<file path="src/hdl/bre_pkg.sv">
package bre_pkg;

  localparam int MAX_POINTS_DEF = 16;
  localparam int SLICES_DEF     = 36;
  localparam int ADDR_MAX_W     = 6;

  localparam logic [14:0]        HIT_RADIUS_RST = 15'd1638;
  localparam logic signed [15:0] POINT0_COORD   = -16'sd8192;
  localparam logic [16:0]        T_ONE          = 17'd65536;

  localparam logic [2:0] MODE_CLEAR   = 3'd0;
  localparam logic [2:0] MODE_PRESS   = 3'd1;
  localparam logic [2:0] MODE_DRAG    = 3'd2;
  localparam logic [2:0] MODE_RELEASE = 3'd3;
  localparam logic [2:0] MODE_EVAL    = 3'd4;

  localparam logic [1:0] ST_OK    = 2'd0;
  localparam logic [1:0] ST_FEW   = 2'd1;
  localparam logic [1:0] ST_FULL  = 2'd2;
  localparam logic [1:0] ST_NOSEL = 2'd3;

  localparam longint unsigned Q30_ONE      = 64'd1073741824;
  localparam longint unsigned PI_OVER4_Q30 = 64'd843314857;

  typedef enum logic [3:0] {
    S_IDLE,
    S_DECODE,
    S_PRESS_RD,
    S_PRESS_SQ,
    S_PRESS_CMP,
    S_EVAL_RD0,
    S_EVAL_LD0,
    S_EVAL_RD,
    S_EVAL_MUL,
    S_EVAL_WR,
    S_REV_MUL,
    S_REV_SAT,
    S_DONE
  } ctl_state_t;

  typedef enum logic [1:0] {
    MUL_HIT,
    MUL_BLEND,
    MUL_REV
  } mul_op_t;

  typedef struct packed {
    logic                  latch_in;
    logic                  rd_en;
    logic [ADDR_MAX_W-1:0] rd_addr;
    logic                  src_point;
    logic                  pt_we;
    logic [ADDR_MAX_W-1:0] pt_addr;
    logic                  wk_we;
    logic [ADDR_MAX_W-1:0] wk_addr;
    mul_op_t               mul_op;
    logic                  ld_prev;
    logic                  ld_curve;
    logic                  clr_result;
    logic                  ld_surface;
    logic                  ld_out;
  } bre_cmd_t;

  typedef struct packed {
    logic hit;
  } bre_sts_t;

  // {sin, cos} in Q2.14 of slice Idx out of Slices
  function automatic logic [31:0] slice_trig(int unsigned Idx, int unsigned Slices);
    longint unsigned m, oct, r, th, x2, a, s, c, tmp, sa, ca;
    logic [15:0] sn, cs;
    m   = longint'(Idx % Slices);
    oct = (64'd8 * m) / Slices;
    r   = 64'd8 * m - oct * Slices;
    if (oct[0]) th = ((Slices - r) * PI_OVER4_Q30) / Slices;
    else        th = (r * PI_OVER4_Q30) / Slices;
    x2 = (th * th) >> 30;
    a  = Q30_ONE - x2 / 72;
    a  = Q30_ONE - ((x2 * a) >> 30) / 42;
    a  = Q30_ONE - ((x2 * a) >> 30) / 20;
    a  = Q30_ONE - ((x2 * a) >> 30) / 6;
    s  = (th * a) >> 30;
    a  = Q30_ONE - x2 / 90;
    a  = Q30_ONE - ((x2 * a) >> 30) / 56;
    a  = Q30_ONE - ((x2 * a) >> 30) / 30;
    a  = Q30_ONE - ((x2 * a) >> 30) / 12;
    c  = Q30_ONE - ((x2 * a) >> 30) / 2;
    if (oct[0]) begin
      tmp = s;
      s   = c;
      c   = tmp;
    end
    sa = (s + 64'd32768) >> 16;
    ca = (c + 64'd32768) >> 16;
    case ((oct >> 1) & 64'd3)
      64'd0: begin
        sn = 16'(sa);
        cs = 16'(ca);
      end
      64'd1: begin
        sn = 16'(ca);
        cs = 16'(-sa);
      end
      64'd2: begin
        sn = 16'(-sa);
        cs = 16'(-ca);
      end
      default: begin
        sn = 16'(-ca);
        cs = 16'(sa);
      end
    endcase
    return {sn, cs};
  endfunction

endpackage

</file>
<file path="src/hdl/bre_ctrl.sv">
module bre_ctrl #(
  parameter int MAX_POINTS = bre_pkg::MAX_POINTS_DEF
) (
  input  logic              clk,
  input  logic              rst_n,
  input  logic              in_valid,
  output logic              in_stall,
  input  logic [2:0]        in_mode,
  input  logic              in_left_held,
  output logic              out_valid,
  input  logic              out_stall,
  output logic [1:0]        out_status,
  output logic [3:0]        out_selected_index,
  output logic              out_selected_valid,
  output logic [4:0]        out_point_total,
  output bre_pkg::bre_cmd_t cmd,
  input  bre_pkg::bre_sts_t sts
);
  import bre_pkg::*;

  localparam int IW = $clog2(MAX_POINTS);
  localparam int CW = $clog2(MAX_POINTS + 1);

  ctl_state_t      state_r, state_nxt;
  logic [2:0]      mode_r, mode_nxt;
  logic            held_r, held_nxt;
  logic [CW-1:0]   cnt_r, cnt_nxt;
  logic [IW-1:0]   sel_idx_r, sel_idx_nxt;
  logic            sel_act_r, sel_act_nxt;
  logic [IW-1:0]   idx_r, idx_nxt;
  logic [IW-1:0]   lim_r, lim_nxt;
  logic            first_r, first_nxt;
  logic [1:0]      status_r, status_nxt;
  logic            out_valid_r, out_valid_nxt;
  logic [1:0]      out_status_r, out_status_nxt;
  logic [3:0]      out_sel_idx_r, out_sel_idx_nxt;
  logic            out_sel_valid_r, out_sel_valid_nxt;
  logic [4:0]      out_total_r, out_total_nxt;

  logic          take;
  logic          press_last;
  logic          list_full;
  logic          round_end;
  logic [IW-1:0] lim_m1;

  assign take       = !out_valid_r || !out_stall;
  assign press_last = (idx_r == IW'(cnt_r - 1'b1));
  assign list_full  = (cnt_r == CW'(MAX_POINTS));
  assign lim_m1     = IW'(lim_r - 1'b1);
  assign round_end  = (idx_r == lim_m1);

  always_comb begin
    state_nxt = state_r;
    case (state_r)
      S_IDLE:      if (in_valid) state_nxt = S_DECODE;
      S_DECODE: begin
        case (mode_r)
          MODE_PRESS: state_nxt = (cnt_r == '0) ? S_DONE : S_PRESS_RD;
          MODE_EVAL:  state_nxt = (cnt_r < CW'(2)) ? S_DONE : S_EVAL_RD0;
          default:    state_nxt = S_DONE;
        endcase
      end
      S_PRESS_RD:  state_nxt = S_PRESS_SQ;
      S_PRESS_SQ:  state_nxt = S_PRESS_CMP;
      S_PRESS_CMP: state_nxt = (sts.hit || press_last) ? S_DONE : S_PRESS_RD;
      S_EVAL_RD0:  state_nxt = S_EVAL_LD0;
      S_EVAL_LD0:  state_nxt = S_EVAL_RD;
      S_EVAL_RD:   state_nxt = S_EVAL_MUL;
      S_EVAL_MUL:  state_nxt = S_EVAL_WR;
      S_EVAL_WR: begin
        if (!round_end)            state_nxt = S_EVAL_RD;
        else if (lim_r == IW'(1))  state_nxt = S_REV_MUL;
        else                       state_nxt = S_EVAL_RD0;
      end
      S_REV_MUL:   state_nxt = S_REV_SAT;
      S_REV_SAT:   state_nxt = S_DONE;
      S_DONE:      if (take) state_nxt = S_IDLE;
      default:     state_nxt = S_IDLE;
    endcase
  end

  always_comb begin
    cmd        = '0;
    cmd.mul_op = MUL_HIT;
    case (state_r)
      S_IDLE: cmd.latch_in = in_valid;
      S_DECODE: begin
        cmd.clr_result = 1'b1;
        if (mode_r == MODE_PRESS && cnt_r == '0) begin
          cmd.pt_we   = 1'b1;
          cmd.pt_addr = '0;
        end
        if (mode_r == MODE_DRAG && sel_act_r && held_r) begin
          cmd.pt_we   = 1'b1;
          cmd.pt_addr = ADDR_MAX_W'(sel_idx_r);
        end
      end
      S_PRESS_RD: begin
        cmd.rd_en     = 1'b1;
        cmd.rd_addr   = ADDR_MAX_W'(idx_r);
        cmd.src_point = 1'b1;
      end
      S_PRESS_SQ: cmd.mul_op = MUL_HIT;
      S_PRESS_CMP: begin
        if (!sts.hit && press_last && !list_full) begin
          cmd.pt_we   = 1'b1;
          cmd.pt_addr = ADDR_MAX_W'(cnt_r);
        end
      end
      S_EVAL_RD0: begin
        cmd.rd_en     = 1'b1;
        cmd.rd_addr   = '0;
        cmd.src_point = first_r;
      end
      S_EVAL_LD0: cmd.ld_prev = 1'b1;
      S_EVAL_RD: begin
        cmd.rd_en     = 1'b1;
        cmd.rd_addr   = ADDR_MAX_W'(idx_r + 1'b1);
        cmd.src_point = first_r;
      end
      S_EVAL_MUL: cmd.mul_op = MUL_BLEND;
      S_EVAL_WR: begin
        cmd.wk_we    = 1'b1;
        cmd.wk_addr  = ADDR_MAX_W'(idx_r);
        cmd.ld_prev  = 1'b1;
        cmd.ld_curve = round_end && (lim_r == IW'(1));
      end
      S_REV_MUL: cmd.mul_op = MUL_REV;
      S_REV_SAT: cmd.ld_surface = 1'b1;
      S_DONE:    cmd.ld_out = take;
      default: ;
    endcase
  end

  always_comb begin
    mode_nxt          = mode_r;
    held_nxt          = held_r;
    cnt_nxt           = cnt_r;
    sel_idx_nxt       = sel_idx_r;
    sel_act_nxt       = sel_act_r;
    idx_nxt           = idx_r;
    lim_nxt           = lim_r;
    first_nxt         = first_r;
    status_nxt        = status_r;
    out_valid_nxt     = out_valid_r && out_stall;
    out_status_nxt    = out_status_r;
    out_sel_idx_nxt   = out_sel_idx_r;
    out_sel_valid_nxt = out_sel_valid_r;
    out_total_nxt     = out_total_r;
    case (state_r)
      S_IDLE: begin
        if (in_valid) begin
          mode_nxt = in_mode;
          held_nxt = in_left_held;
        end
      end
      S_DECODE: begin
        status_nxt = ST_OK;
        case (mode_r)
          MODE_CLEAR: begin
            cnt_nxt     = '0;
            sel_act_nxt = 1'b0;
            sel_idx_nxt = '0;
          end
          MODE_PRESS: begin
            sel_act_nxt = 1'b0;
            sel_idx_nxt = '0;
            idx_nxt     = '0;
            if (cnt_r == '0) begin
              sel_act_nxt = 1'b1;
              cnt_nxt     = CW'(1);
            end
          end
          MODE_DRAG: if (!sel_act_r) status_nxt = ST_NOSEL;
          MODE_RELEASE: begin
            sel_act_nxt = 1'b0;
            sel_idx_nxt = '0;
          end
          MODE_EVAL: begin
            if (cnt_r < CW'(2)) begin
              status_nxt = ST_FEW;
            end else begin
              idx_nxt   = '0;
              lim_nxt   = IW'(cnt_r - 1'b1);
              first_nxt = 1'b1;
            end
          end
          default: ;
        endcase
      end
      S_PRESS_CMP: begin
        if (sts.hit) begin
          sel_idx_nxt = idx_r;
          sel_act_nxt = 1'b1;
        end else if (press_last) begin
          if (list_full) begin
            status_nxt = ST_FULL;
          end else begin
            sel_idx_nxt = IW'(cnt_r);
            sel_act_nxt = 1'b1;
            cnt_nxt     = CW'(cnt_r + 1'b1);
          end
        end else begin
          idx_nxt = IW'(idx_r + 1'b1);
        end
      end
      S_EVAL_WR: begin
        if (round_end) begin
          idx_nxt   = '0;
          lim_nxt   = lim_m1;
          first_nxt = 1'b0;
        end else begin
          idx_nxt = IW'(idx_r + 1'b1);
        end
      end
      S_DONE: begin
        if (take) begin
          out_valid_nxt     = 1'b1;
          out_status_nxt    = status_r;
          out_sel_idx_nxt   = 4'(sel_idx_r);
          out_sel_valid_nxt = sel_act_r;
          out_total_nxt     = 5'(cnt_r);
        end
      end
      default: ;
    endcase
  end

  always_ff @(posedge clk) begin
    if (!rst_n) begin
      state_r         <= S_IDLE;
      mode_r          <= MODE_CLEAR;
      held_r          <= 1'b0;
      cnt_r           <= CW'(1);
      sel_idx_r       <= '0;
      sel_act_r       <= 1'b0;
      idx_r           <= '0;
      lim_r           <= '0;
      first_r         <= 1'b0;
      status_r        <= ST_OK;
      out_valid_r     <= 1'b0;
      out_status_r    <= ST_OK;
      out_sel_idx_r   <= '0;
      out_sel_valid_r <= 1'b0;
      out_total_r     <= '0;
    end else begin
      state_r         <= state_nxt;
      mode_r          <= mode_nxt;
      held_r          <= held_nxt;
      cnt_r           <= cnt_nxt;
      sel_idx_r       <= sel_idx_nxt;
      sel_act_r       <= sel_act_nxt;
      idx_r           <= idx_nxt;
      lim_r           <= lim_nxt;
      first_r         <= first_nxt;
      status_r        <= status_nxt;
      out_valid_r     <= out_valid_nxt;
      out_status_r    <= out_status_nxt;
      out_sel_idx_r   <= out_sel_idx_nxt;
      out_sel_valid_r <= out_sel_valid_nxt;
      out_total_r     <= out_total_nxt;
    end
  end

  assign in_stall           = (state_r != S_IDLE);
  assign out_valid          = out_valid_r;
  assign out_status         = out_status_r;
  assign out_selected_index = out_sel_idx_r;
  assign out_selected_valid = out_sel_valid_r;
  assign out_point_total    = out_total_r;

endmodule

</file>
<file path="src/hdl/bre_dpath.sv">
module bre_dpath #(
  parameter int MAX_POINTS = bre_pkg::MAX_POINTS_DEF,
  parameter int SLICES     = bre_pkg::SLICES_DEF
) (
  input  logic               clk,
  input  logic               rst_n,
  input  logic               cfg_we,
  input  logic [14:0]        cfg_hit_radius,
  input  logic signed [15:0] in_pos_x,
  input  logic signed [15:0] in_pos_y,
  input  logic [16:0]        in_curve_t,
  input  logic [5:0]         in_slice_index,
  input  bre_pkg::bre_cmd_t  cmd,
  output bre_pkg::bre_sts_t  sts,
  output logic signed [15:0] out_curve_x,
  output logic signed [15:0] out_curve_y,
  output logic signed [15:0] out_surface_x,
  output logic signed [15:0] out_surface_z
);
  import bre_pkg::*;

  localparam int IW = $clog2(MAX_POINTS);

  logic [31:0] trig_tab [64];

  for (genvar g = 0; g < 64; g++) begin : g_trig
    localparam logic [31:0] TV = slice_trig(g, SLICES);
    assign trig_tab[g] = TV;
  end

  logic [31:0] pmem [MAX_POINTS];
  logic [31:0] wmem [MAX_POINTS];

  logic [14:0]        hit_radius_r;
  logic [29:0]        r2_r;
  logic               p0def_r;
  logic signed [15:0] pos_x_r, pos_y_r;
  logic [16:0]        t_r;
  logic [5:0]         slice_r;
  logic [31:0]        prd_r, wrd_r;
  logic               rd_src_r, rd_def_r;
  logic signed [15:0] prev_x_r, prev_y_r;
  logic signed [35:0] prod_x_r, prod_y_r;
  logic signed [15:0] cx_r, cy_r, sx_r, sz_r;
  logic signed [15:0] ox_r, oy_r, osx_r, osz_r;

  logic signed [15:0] rx, ry, sin_v, cos_v, new_x, new_y;
  logic signed [17:0] ax, bx, ay, by;
  logic signed [35:0] rnd_x, rnd_y;
  logic [33:0]        dist2;

  function automatic logic signed [15:0] sat16(input logic signed [35:0] p);
    logic signed [35:0] v;
    v = (p + 36'sd8192) >>> 14;
    if (v > 36'sd32767)       return 16'sh7FFF;
    else if (v < -36'sd32768) return 16'sh8000;
    else                      return v[15:0];
  endfunction

  always_comb begin
    if (!rd_src_r)     rx = wrd_r[31:16];
    else if (rd_def_r) rx = POINT0_COORD;
    else               rx = prd_r[31:16];
    if (!rd_src_r)     ry = wrd_r[15:0];
    else if (rd_def_r) ry = POINT0_COORD;
    else               ry = prd_r[15:0];
  end

  assign sin_v = trig_tab[slice_r][31:16];
  assign cos_v = trig_tab[slice_r][15:0];

  always_comb begin
    case (cmd.mul_op)
      MUL_HIT: begin
        ax = 18'(rx) - 18'(pos_x_r);
        bx = ax;
        ay = 18'(ry) - 18'(pos_y_r);
        by = ay;
      end
      MUL_BLEND: begin
        ax = 18'(rx) - 18'(prev_x_r);
        bx = {1'b0, t_r};
        ay = 18'(ry) - 18'(prev_y_r);
        by = {1'b0, t_r};
      end
      MUL_REV: begin
        ax = 18'(cx_r);
        bx = 18'(cos_v);
        ay = 18'(cx_r);
        by = 18'(sin_v);
      end
      default: begin
        ax = '0;
        bx = '0;
        ay = '0;
        by = '0;
      end
    endcase
  end

  assign dist2   = {1'b0, prod_x_r[32:0]} + {1'b0, prod_y_r[32:0]};
  assign sts.hit = (dist2 < {4'b0, r2_r});

  assign rnd_x = (prod_x_r + 36'sd32768) >>> 16;
  assign rnd_y = (prod_y_r + 36'sd32768) >>> 16;
  assign new_x = prev_x_r + rnd_x[15:0];
  assign new_y = prev_y_r + rnd_y[15:0];

  always_ff @(posedge clk) begin
    if (!rst_n) begin
      hit_radius_r <= HIT_RADIUS_RST;
      p0def_r      <= 1'b1;
    end else begin
      if (cfg_we) hit_radius_r <= cfg_hit_radius;
      if (cmd.pt_we && cmd.pt_addr == '0) p0def_r <= 1'b0;
    end
  end

  always_ff @(posedge clk) begin
    if (cmd.pt_we) pmem[cmd.pt_addr[IW-1:0]] <= {pos_x_r, pos_y_r};
    if (cmd.rd_en) prd_r <= pmem[cmd.rd_addr[IW-1:0]];
  end

  always_ff @(posedge clk) begin
    if (cmd.wk_we) wmem[cmd.wk_addr[IW-1:0]] <= {new_x, new_y};
    if (cmd.rd_en) wrd_r <= wmem[cmd.rd_addr[IW-1:0]];
  end

  always_ff @(posedge clk) begin
    r2_r     <= hit_radius_r * hit_radius_r;
    prod_x_r <= ax * bx;
    prod_y_r <= ay * by;
    if (cmd.latch_in) begin
      pos_x_r <= in_pos_x;
      pos_y_r <= in_pos_y;
      t_r     <= (in_curve_t > T_ONE) ? T_ONE : in_curve_t;
      slice_r <= in_slice_index;
    end
    if (cmd.rd_en) begin
      rd_src_r <= cmd.src_point;
      rd_def_r <= (cmd.rd_addr == '0) && p0def_r;
    end
    if (cmd.ld_prev) begin
      prev_x_r <= rx;
      prev_y_r <= ry;
    end
    if (cmd.clr_result) begin
      cx_r <= '0;
      cy_r <= '0;
      sx_r <= '0;
      sz_r <= '0;
    end else begin
      if (cmd.ld_curve) begin
        cx_r <= new_x;
        cy_r <= new_y;
      end
      if (cmd.ld_surface) begin
        sx_r <= sat16(prod_x_r);
        sz_r <= sat16(prod_y_r);
      end
    end
    if (cmd.ld_out) begin
      ox_r  <= cx_r;
      oy_r  <= cy_r;
      osx_r <= sx_r;
      osz_r <= sz_r;
    end
  end

  assign out_curve_x   = ox_r;
  assign out_curve_y   = oy_r;
  assign out_surface_x = osx_r;
  assign out_surface_z = osz_r;

endmodule

</file>
<file path="src/hdl/bezier_revolve_evaluator_unit.sv">
// Editable Bezier control list with de Casteljau evaluation and revolve about y.
// One result transaction per input transaction. Clear, drag, release and
// unused modes go from decode straight to the done state and the output
// register. A press walks the stored points one at a time: read, square and
// compare for each point tested. An evaluate is bound by the single read port
// of the work memory and the shared pair of multipliers that also serve the
// hit test and the revolve. The input is taken again as soon as the result
// is in the output register. cfg_ready is always high; write hit_radius
// only while the block is idle.
module bezier_revolve_evaluator_unit #(
  parameter int MAX_POINTS = bre_pkg::MAX_POINTS_DEF,
  parameter int SLICES     = bre_pkg::SLICES_DEF
) (
  input  logic               clk,
  input  logic               rst_n,
  input  logic               cfg_valid,
  output logic               cfg_ready,
  input  logic [14:0]        cfg_hit_radius,
  input  logic               in_valid,
  output logic               in_stall,
  input  logic [2:0]         in_mode,
  input  logic signed [15:0] in_pos_x,
  input  logic signed [15:0] in_pos_y,
  input  logic               in_left_held,
  input  logic [16:0]        in_curve_t,
  input  logic [5:0]         in_slice_index,
  output logic               out_valid,
  input  logic               out_stall,
  output logic [1:0]         out_status,
  output logic [3:0]         out_selected_index,
  output logic               out_selected_valid,
  output logic [4:0]         out_point_total,
  output logic signed [15:0] out_curve_x,
  output logic signed [15:0] out_curve_y,
  output logic signed [15:0] out_surface_x,
  output logic signed [15:0] out_surface_z
);
  import bre_pkg::*;

  bre_cmd_t cmd;
  bre_sts_t sts;

  assign cfg_ready = 1'b1;

  bre_ctrl #(
    .MAX_POINTS(MAX_POINTS)
  ) u_ctrl (
    .clk               (clk),
    .rst_n             (rst_n),
    .in_valid          (in_valid),
    .in_stall          (in_stall),
    .in_mode           (in_mode),
    .in_left_held      (in_left_held),
    .out_valid         (out_valid),
    .out_stall         (out_stall),
    .out_status        (out_status),
    .out_selected_index(out_selected_index),
    .out_selected_valid(out_selected_valid),
    .out_point_total   (out_point_total),
    .cmd               (cmd),
    .sts               (sts)
  );

  bre_dpath #(
    .MAX_POINTS(MAX_POINTS),
    .SLICES    (SLICES)
  ) u_dpath (
    .clk           (clk),
    .rst_n         (rst_n),
    .cfg_we        (cfg_valid && cfg_ready),
    .cfg_hit_radius(cfg_hit_radius),
    .in_pos_x      (in_pos_x),
    .in_pos_y      (in_pos_y),
    .in_curve_t    (in_curve_t),
    .in_slice_index(in_slice_index),
    .cmd           (cmd),
    .sts           (sts),
    .out_curve_x   (out_curve_x),
    .out_curve_y   (out_curve_y),
    .out_surface_x (out_surface_x),
    .out_surface_z (out_surface_z)
  );

endmodule
</file>
<file path="config.mk">
export PLATFORM = sky130hd
export DESIGN_NAME = bezier_revolve_evaluator_unit
export DESIGN_NICKNAME = d
export VERILOG_FILES = /design/src/hdl/bre_pkg.sv /design/src/hdl/bre_ctrl.sv /design/src/hdl/bre_dpath.sv /design/src/hdl/bezier_revolve_evaluator_unit.sv
export SDC_FILE = /design/constraint.sdc
export NUM_CORES = 2
export LEC_CHECK = 0
export BUFFER_PORTS_ARGS = -buffer_cell sky130_fd_sc_hd__buf_2
export CORE_ASPECT_RATIO = 1.5
export CORE_MARGIN = 2
export CORE_UTILIZATION = 39
export CTS_CLUSTER_DIAMETER = 120
export DETAILED_ROUTE_END_ITERATION = 10
export RECOVER_POWER = 100
export SYNTH_ARGS = -nofsm -noshare
export SYNTH_HDL_FRONTEND = slang
export SYNTH_HIERARCHICAL = 1
export SYNTH_SLANG_ARGS = --single-unit
</file>
<file path="constraint.sdc">
create_clock -name clk -period 13.2 [get_ports clk]
set_clock_uncertainty 0.1 [all_clocks]
set_input_delay 2.64 -clock clk [delete_from_list [all_inputs] [get_ports clk]]
set_output_delay 2.64 -clock clk [all_outputs]
set_load 0.02 [all_outputs]
</file>
-- Word-level counts from Yosys, hierarchy flattened
Memories as Yosys holds them, arrays and structs flattened. A register that Yosys moved wholly into a read port is not among the register bits.
Cells that the tools add are included.
- bits in registers: 377
- RAM bits: 1024
- ROM bits: 2048
- bits of input ports: 79
- output and inout port bits: 79
- memories: 3
- $add $sub $neg: 16
- multiply operators: 3
- $lt $le $gt $ge: 8
- eq/ne operators: 40
- mux-type cells: 80
- bitwise logic cells: 1
- reduce and logical (&&, ||, !) cells: 37
- memories (memory ; depth ; bits a word ; rd ports ; clocked after Yosys merged registers in ; write ports ; RTL line ; text):
    (no name shown) ; 64 ; 32 ; 1 ; 0 ; 0 ; bre_dpath.sv:69 ; assign sin_v = trig_tab[slice_r][31:16];
    u_dpath.pmem ; 16 ; 32 ; 1 ; 1 ; 1 ; bre_dpath.sv:31 ; logic [31:0] pmem [MAX_POINTS];
    u_dpath.wmem ; 16 ; 32 ; 1 ; 1 ; 1 ; bre_dpath.sv:32 ; logic [31:0] wmem [MAX_POINTS];
- operator list (operator ; count):
    18-bit one-hot mux with 3 select lines ; 4
    16-bit 2-to-1 mux ; 8
    36-bit by 15-bit adder with 36-bit output (second input constant) ; 2
    18-bit by 18-bit multiplier with 36-bit output ; 2
    4-bit 2-to-1 mux ; 18
    16-bit by 16-bit subtractor with 17-bit output ; 4
    32-bit by 17-bit adder with 32-bit output (second input constant) ; 2
    32-bit 2-to-1 mux ; 2
    4-bit one-hot mux with 13 select lines ; 1
    22-bit by 16-bit greater-than comparator with 1-bit output (second input constant) ; 2
    22-bit by 16-bit < comparator with 1-bit output (second input constant) ; 2
    33-bit by 33-bit adder with 34-bit output ; 1
    34-bit by 30-bit < comparator with 1-bit output ; 1
    16-bit adder ; 2
    4-bit one-hot mux with 2 select lines ; 4
    15-bit by 15-bit multiplier with 30-bit output ; 1
    7-bit 2-to-1 mux ; 4
    8-bit one-hot mux with 3 select lines ; 1
    4-bit equality test (second input constant) ; 5
    1-bit 2-to-1 mux ; 20
    5-bit 2-to-1 mux ; 4
    5-bit one-hot mux with 2 select lines ; 2
    17-bit greater-than comparator (second input constant) ; 1
    4-bit by 3-bit equality test with 1-bit output (second input constant) ; 4
    43 further kinds ; 88

-- Logic depth before layout (Yosys ltp)
- depth in word-level cells: 9
- gate-level depth with buffers: 42

-- Cells and area by module
Netlist, hierarchy kept.
- by module, submodules not included (module ; instances ; cells an instance ; area an instance (sq um)):
    bre_dpath ; 1 ; 7148 ; 90555.6
    bre_ctrl ; 1 ; 358 ; 2720.1
    bezier_revolve_evaluator_unit ; 1 ; 2 ; 11.3

-- Least setup slack after synthesis
Ideal clock, no wire load.
- path type: reg-to-reg
- start: register u_dpath.rd_src_r
- end: register u_dpath.prod_x_r[35]
- setup time: 0.072 ns
- data arrival time: 9.149 ns
- data required time: 13.028 ns
- setup slack: 3.879 ns
- stages on the path, launching flop included: 39
- clock period less this slack: 9.321 ns
- path through: edfxtp_1 nor2b_1 clkbuf_1 nand2_1 o21a_1 ha_1 inv_1 fa_1 a21o_1 a21o_1 a2111oi_2 or3_1 a31oi_1 a21o_1 a21oi_2 xnor2_1 a221oi_2 nor2_1 (+3 left out) fa_1 inv_1 fa_1 fa_1 inv_1 fa_1 inv_1 ha_1 a21o_1 a21o_1 a2111oi_0 a21oi_1 a221oi_2 a31oi_1 or3b_1 a31o_2 a21oi_1 xnor2_1
- longest elaborated chain between the ends: 4
- elaborated cells between the ends (all ways): 6
- classes of those cells: add/sub (2); mul (1); mux (3)
- ends and longest elaborated chain (what ; RTL line ; text):
    start: declaration ; bre_dpath.sv:41 ; logic rd_src_r, rd_def_r;
    start signal: assignment ; bre_dpath.sv:140 ; rd_src_r <= cmd.src_point;
    16-bit 2-to-1 mux (*) ; bre_dpath.sv:61 ; if (!rd_src_r) rx = wrd_r[31:16];
    16-bit by 16-bit subtractor with 17-bit output (on tied branches) ; bre_dpath.sv:81, bre_dpath.sv:75 ;
    18-bit one-hot mux with 3 select lines ; bre_dpath.sv:73 ; case (cmd.mul_op)
    18-bit by 18-bit multiplier with 36-bit output (*) ; bre_dpath.sv:131 ; prod_x_r <= ax * bx;
    end signal: assignment ; bre_dpath.sv:131 ;
    end: declaration ; bre_dpath.sv:43 ; logic signed [35:0] prod_x_r, prod_y_r;
Every way passes the cells marked *; elsewhere a longest branch is shown, timed or not.
A chain may end at the register's enable or synchronous reset.

-- Worst setup path in the final report
- start: register u_dpath.slice_r[1]
- end: register u_dpath.prod_x_r[35]
- longest elaborated chain between the ends: 6
- ends and longest elaborated chain (what ; RTL line ; text):
    start: declaration ; bre_dpath.sv:39 ; logic [5:0] slice_r;
    start signal: assignment ; bre_dpath.sv:137 ; slice_r <= in_slice_index;
    6-bit NOT with 7-bit output (implied by the code) ; bre_dpath.sv:70 ; assign cos_v = trig_tab[slice_r][15:0];
    memory read 64 x 32 bit ; -- ;
    32-bit 2-to-1 mux (2 in series) ; -- ;
    18-bit one-hot mux with 3 select lines ; bre_dpath.sv:73 ;
    18-bit by 18-bit multiplier with 36-bit output ; bre_dpath.sv:131 ;
Every way passes these cells. The select of a mux whose other input is x is not followed.

==> summary.md <==
| Metric | Value |
|---|---|
| Status | `finished with violations` |
| Violated checks | `max-capacitance violations, max-slew violations` |
| Iter 0 DRT Violations | `4521` |
| Crit path launch | `u_dpath/slice_r[1]` |
| MaxCap Viol Count | `46` |
| Layout cells sized above 1 | `0.103` |
| Row Count | `219` |
| I/O pins | `158` |
| Vias in the first global route | `63700` |
| Initial antenna violation count | `12` |
| Fin Setup TNS | `0 ps` |
| Post-CTS sizing | `0` |
| Post-detail-place hpwl | `201000 um` |
| CP peak stage delay | `820 ps` |
| Hold path endpoint | `u_dpath/out_curve_y[6]` |
| Synthesized cell area | `0.0933 mm^2` |
| Nets | `8974` |
| Layout Area Growth over Synthesis | `10.0%` |
| CP Capture Type | `flop` |
| Initial Utilization | `0.393` |
| Reg2reg setup slack | `1620 ps` |
| Largest net degree at the start of global routing | `108` |
| CP Max Fanout | `17` |
| Slowest library cell on the worst path | `a22oi_1` |
| Gr usage total | `0.226` |
| Final worst path period share | `0.877` |
| Clock transition at path regs | `60 ps` |
| Routed WL | `276000 um` |
| Die Wd | `403 um` |
| DRT Pass-1 Iters | `8` |
| Post-CTS setup buffer count | `0` |
| Die height | `603 um` |
| CTS tree | `built` |
| CP Launch Type | `flop` |
| Most used cell, CP | `fa_1` |
| Critical setup path kind | `reg -> reg` |
| Slew headroom | `-2.94` |
| RSZ-0062 raised after global routing | `no` |
| Hold_buf cts | `0` |
| WL/cell | `25.4 um` |
| Clock buffer depth | `4` |
| Setup violators final | `0` |
| R2R cell count | `32` |
| CTS Sinks | `1464` |
| Port buffer count | `156` |
| Root buffer cell | `clkbuf_16` |
| Hold Crit Start | `u_dpath/cy_r[6]` |
| H-tree depth | `4` |
| FMAX | `86.4 MHz` |
| Antenna Nets Post-Route | `0` |
| Ys Warns | `6` |
| Inserted Clock Buffers | `150` |
| Clock latency on the worst-skew pair | `840 ps` |
| Reg2Reg Launch Point | `u_dpath/slice_r[1]` |
| Overflow after GRT | `0` |
| Die footprint | `0.243 mm^2` |
| Data arrival, critical path | `12180 ps` |
| Tmin final | `11580 ps` |
| Final hold vios | `0` |
| DR vias/cell | `5.52` |
| Least-Margin Pin Slew | `5910 ps` |
| Hold path depth | `0` |
| Critical R2R Capture | `u_dpath/prod_x_r[35]` |
| # DRC | `0` |
| Core box area | `0.238 mm^2` |
| Worst EP required | `13810 ps` |
| Post-Syn Area per Cell | `12.4 um^2` |
| GPL Wtd Cong | `0.963` |
| Max-slew violation count | `1619` |
| HP Class | `reg -> reg` |
| First-pass GRT wire length | `408000 um` |
| Syn Inst Count | `7506` |
| Vias | `60000` |
-- metal layers --
layer	vias up	routed length [um]	track usage
li1	26200	-	-
met1	31200	98900	0.253
met2	1918	144000	0.411
met3	663	13000	0.0261
met4	10	19400	0.135
met5	-	59	0
-- layout make-up --
class / instances / area [um^2]
antenna: 2 / 5.00
clock buffer: 186 / 4050
clock inverter: 73 / 825
fill: 21800 / 135000
inverter: 1064 / 4000
multi-input combinational: 4674 / 46500
sequential: 1464 / 41700
tap: 3094 / 3870
timing repair buffer: 313 / 1630
-- worst max-delay path: cells and delay by family, from the launching register on --
family	cells	cell delay, ps
AO/OA/AOI/OAI	12	3760
XOR/XNOR	1	130
buffers and inverters	8	2740
AND/OR/NAND/NOR	3	830
flip-flops	1	320
adder cells (fa/ha/maj)	8	3620
-- worst max path at each step --
stage,to,slack [ps],cells after the start
after global placement,u_dpath/prod_y_r[35],2480,34
after global routing,u_dpath/prod_x_r[35],1150,32
after detailed placement,u_dpath/prod_y_r[35],2430,37
after floorplan,u_dpath/prod_x_r[35],3880,38
final,u_dpath/prod_x_r[35],1620,32
after CTS,u_dpath/prod_y_r[34],2390,33
-- metrics by stage --
step	utilization	instances	setup WS (ps)	instance area (um^2)	hold slack [ps]
6_report	0.432	10900	1620	103000	336
5_1_grt	0.432	10900	1150	103000	352
4_1_cts	0.434	10900	2390	103000	338
3_5_place_dp	0.414	10600	2430	98300	319
3_3_place_gp	0.414	10600	2480	98300	315
2_1_floorplan	-	7507	3880	93300	293
-- placed cells by master (no fill, tap or decap), drive strengths merged, types with 110 or more instances in the layout --
| master | n |
|---|---|
| a21oi | 311 |
| fa | 782 |
| o21ai | 199 |
| edfxtp | 1241 |
| inv | 1065 |
| xnor2 | 182 |
| dfxtp | 223 |
| mux4 | 323 |
| ha | 446 |
| clkbuf | 352 |
| and2 | 116 |
| nor2 | 569 |
| xor2 | 110 |
| nand2 | 605 |
| buf | 146 |
-- flip-flops by register name, summed over array words and instances, names as in the netlist, 17 cells and up --
register and count:
u_dpath/pmem 512, u_dpath/prd_r 32, u_dpath/prod_x_r 36, u_dpath/prod_y_r 36, u_dpath/r2_r 29, u_dpath/t_r 17
u_dpath/wmem 512, u_dpath/wrd_r 32
Power is not shown: default switching activity piles up to over one toggle a cycle in this logic, so the estimate is an artifact.
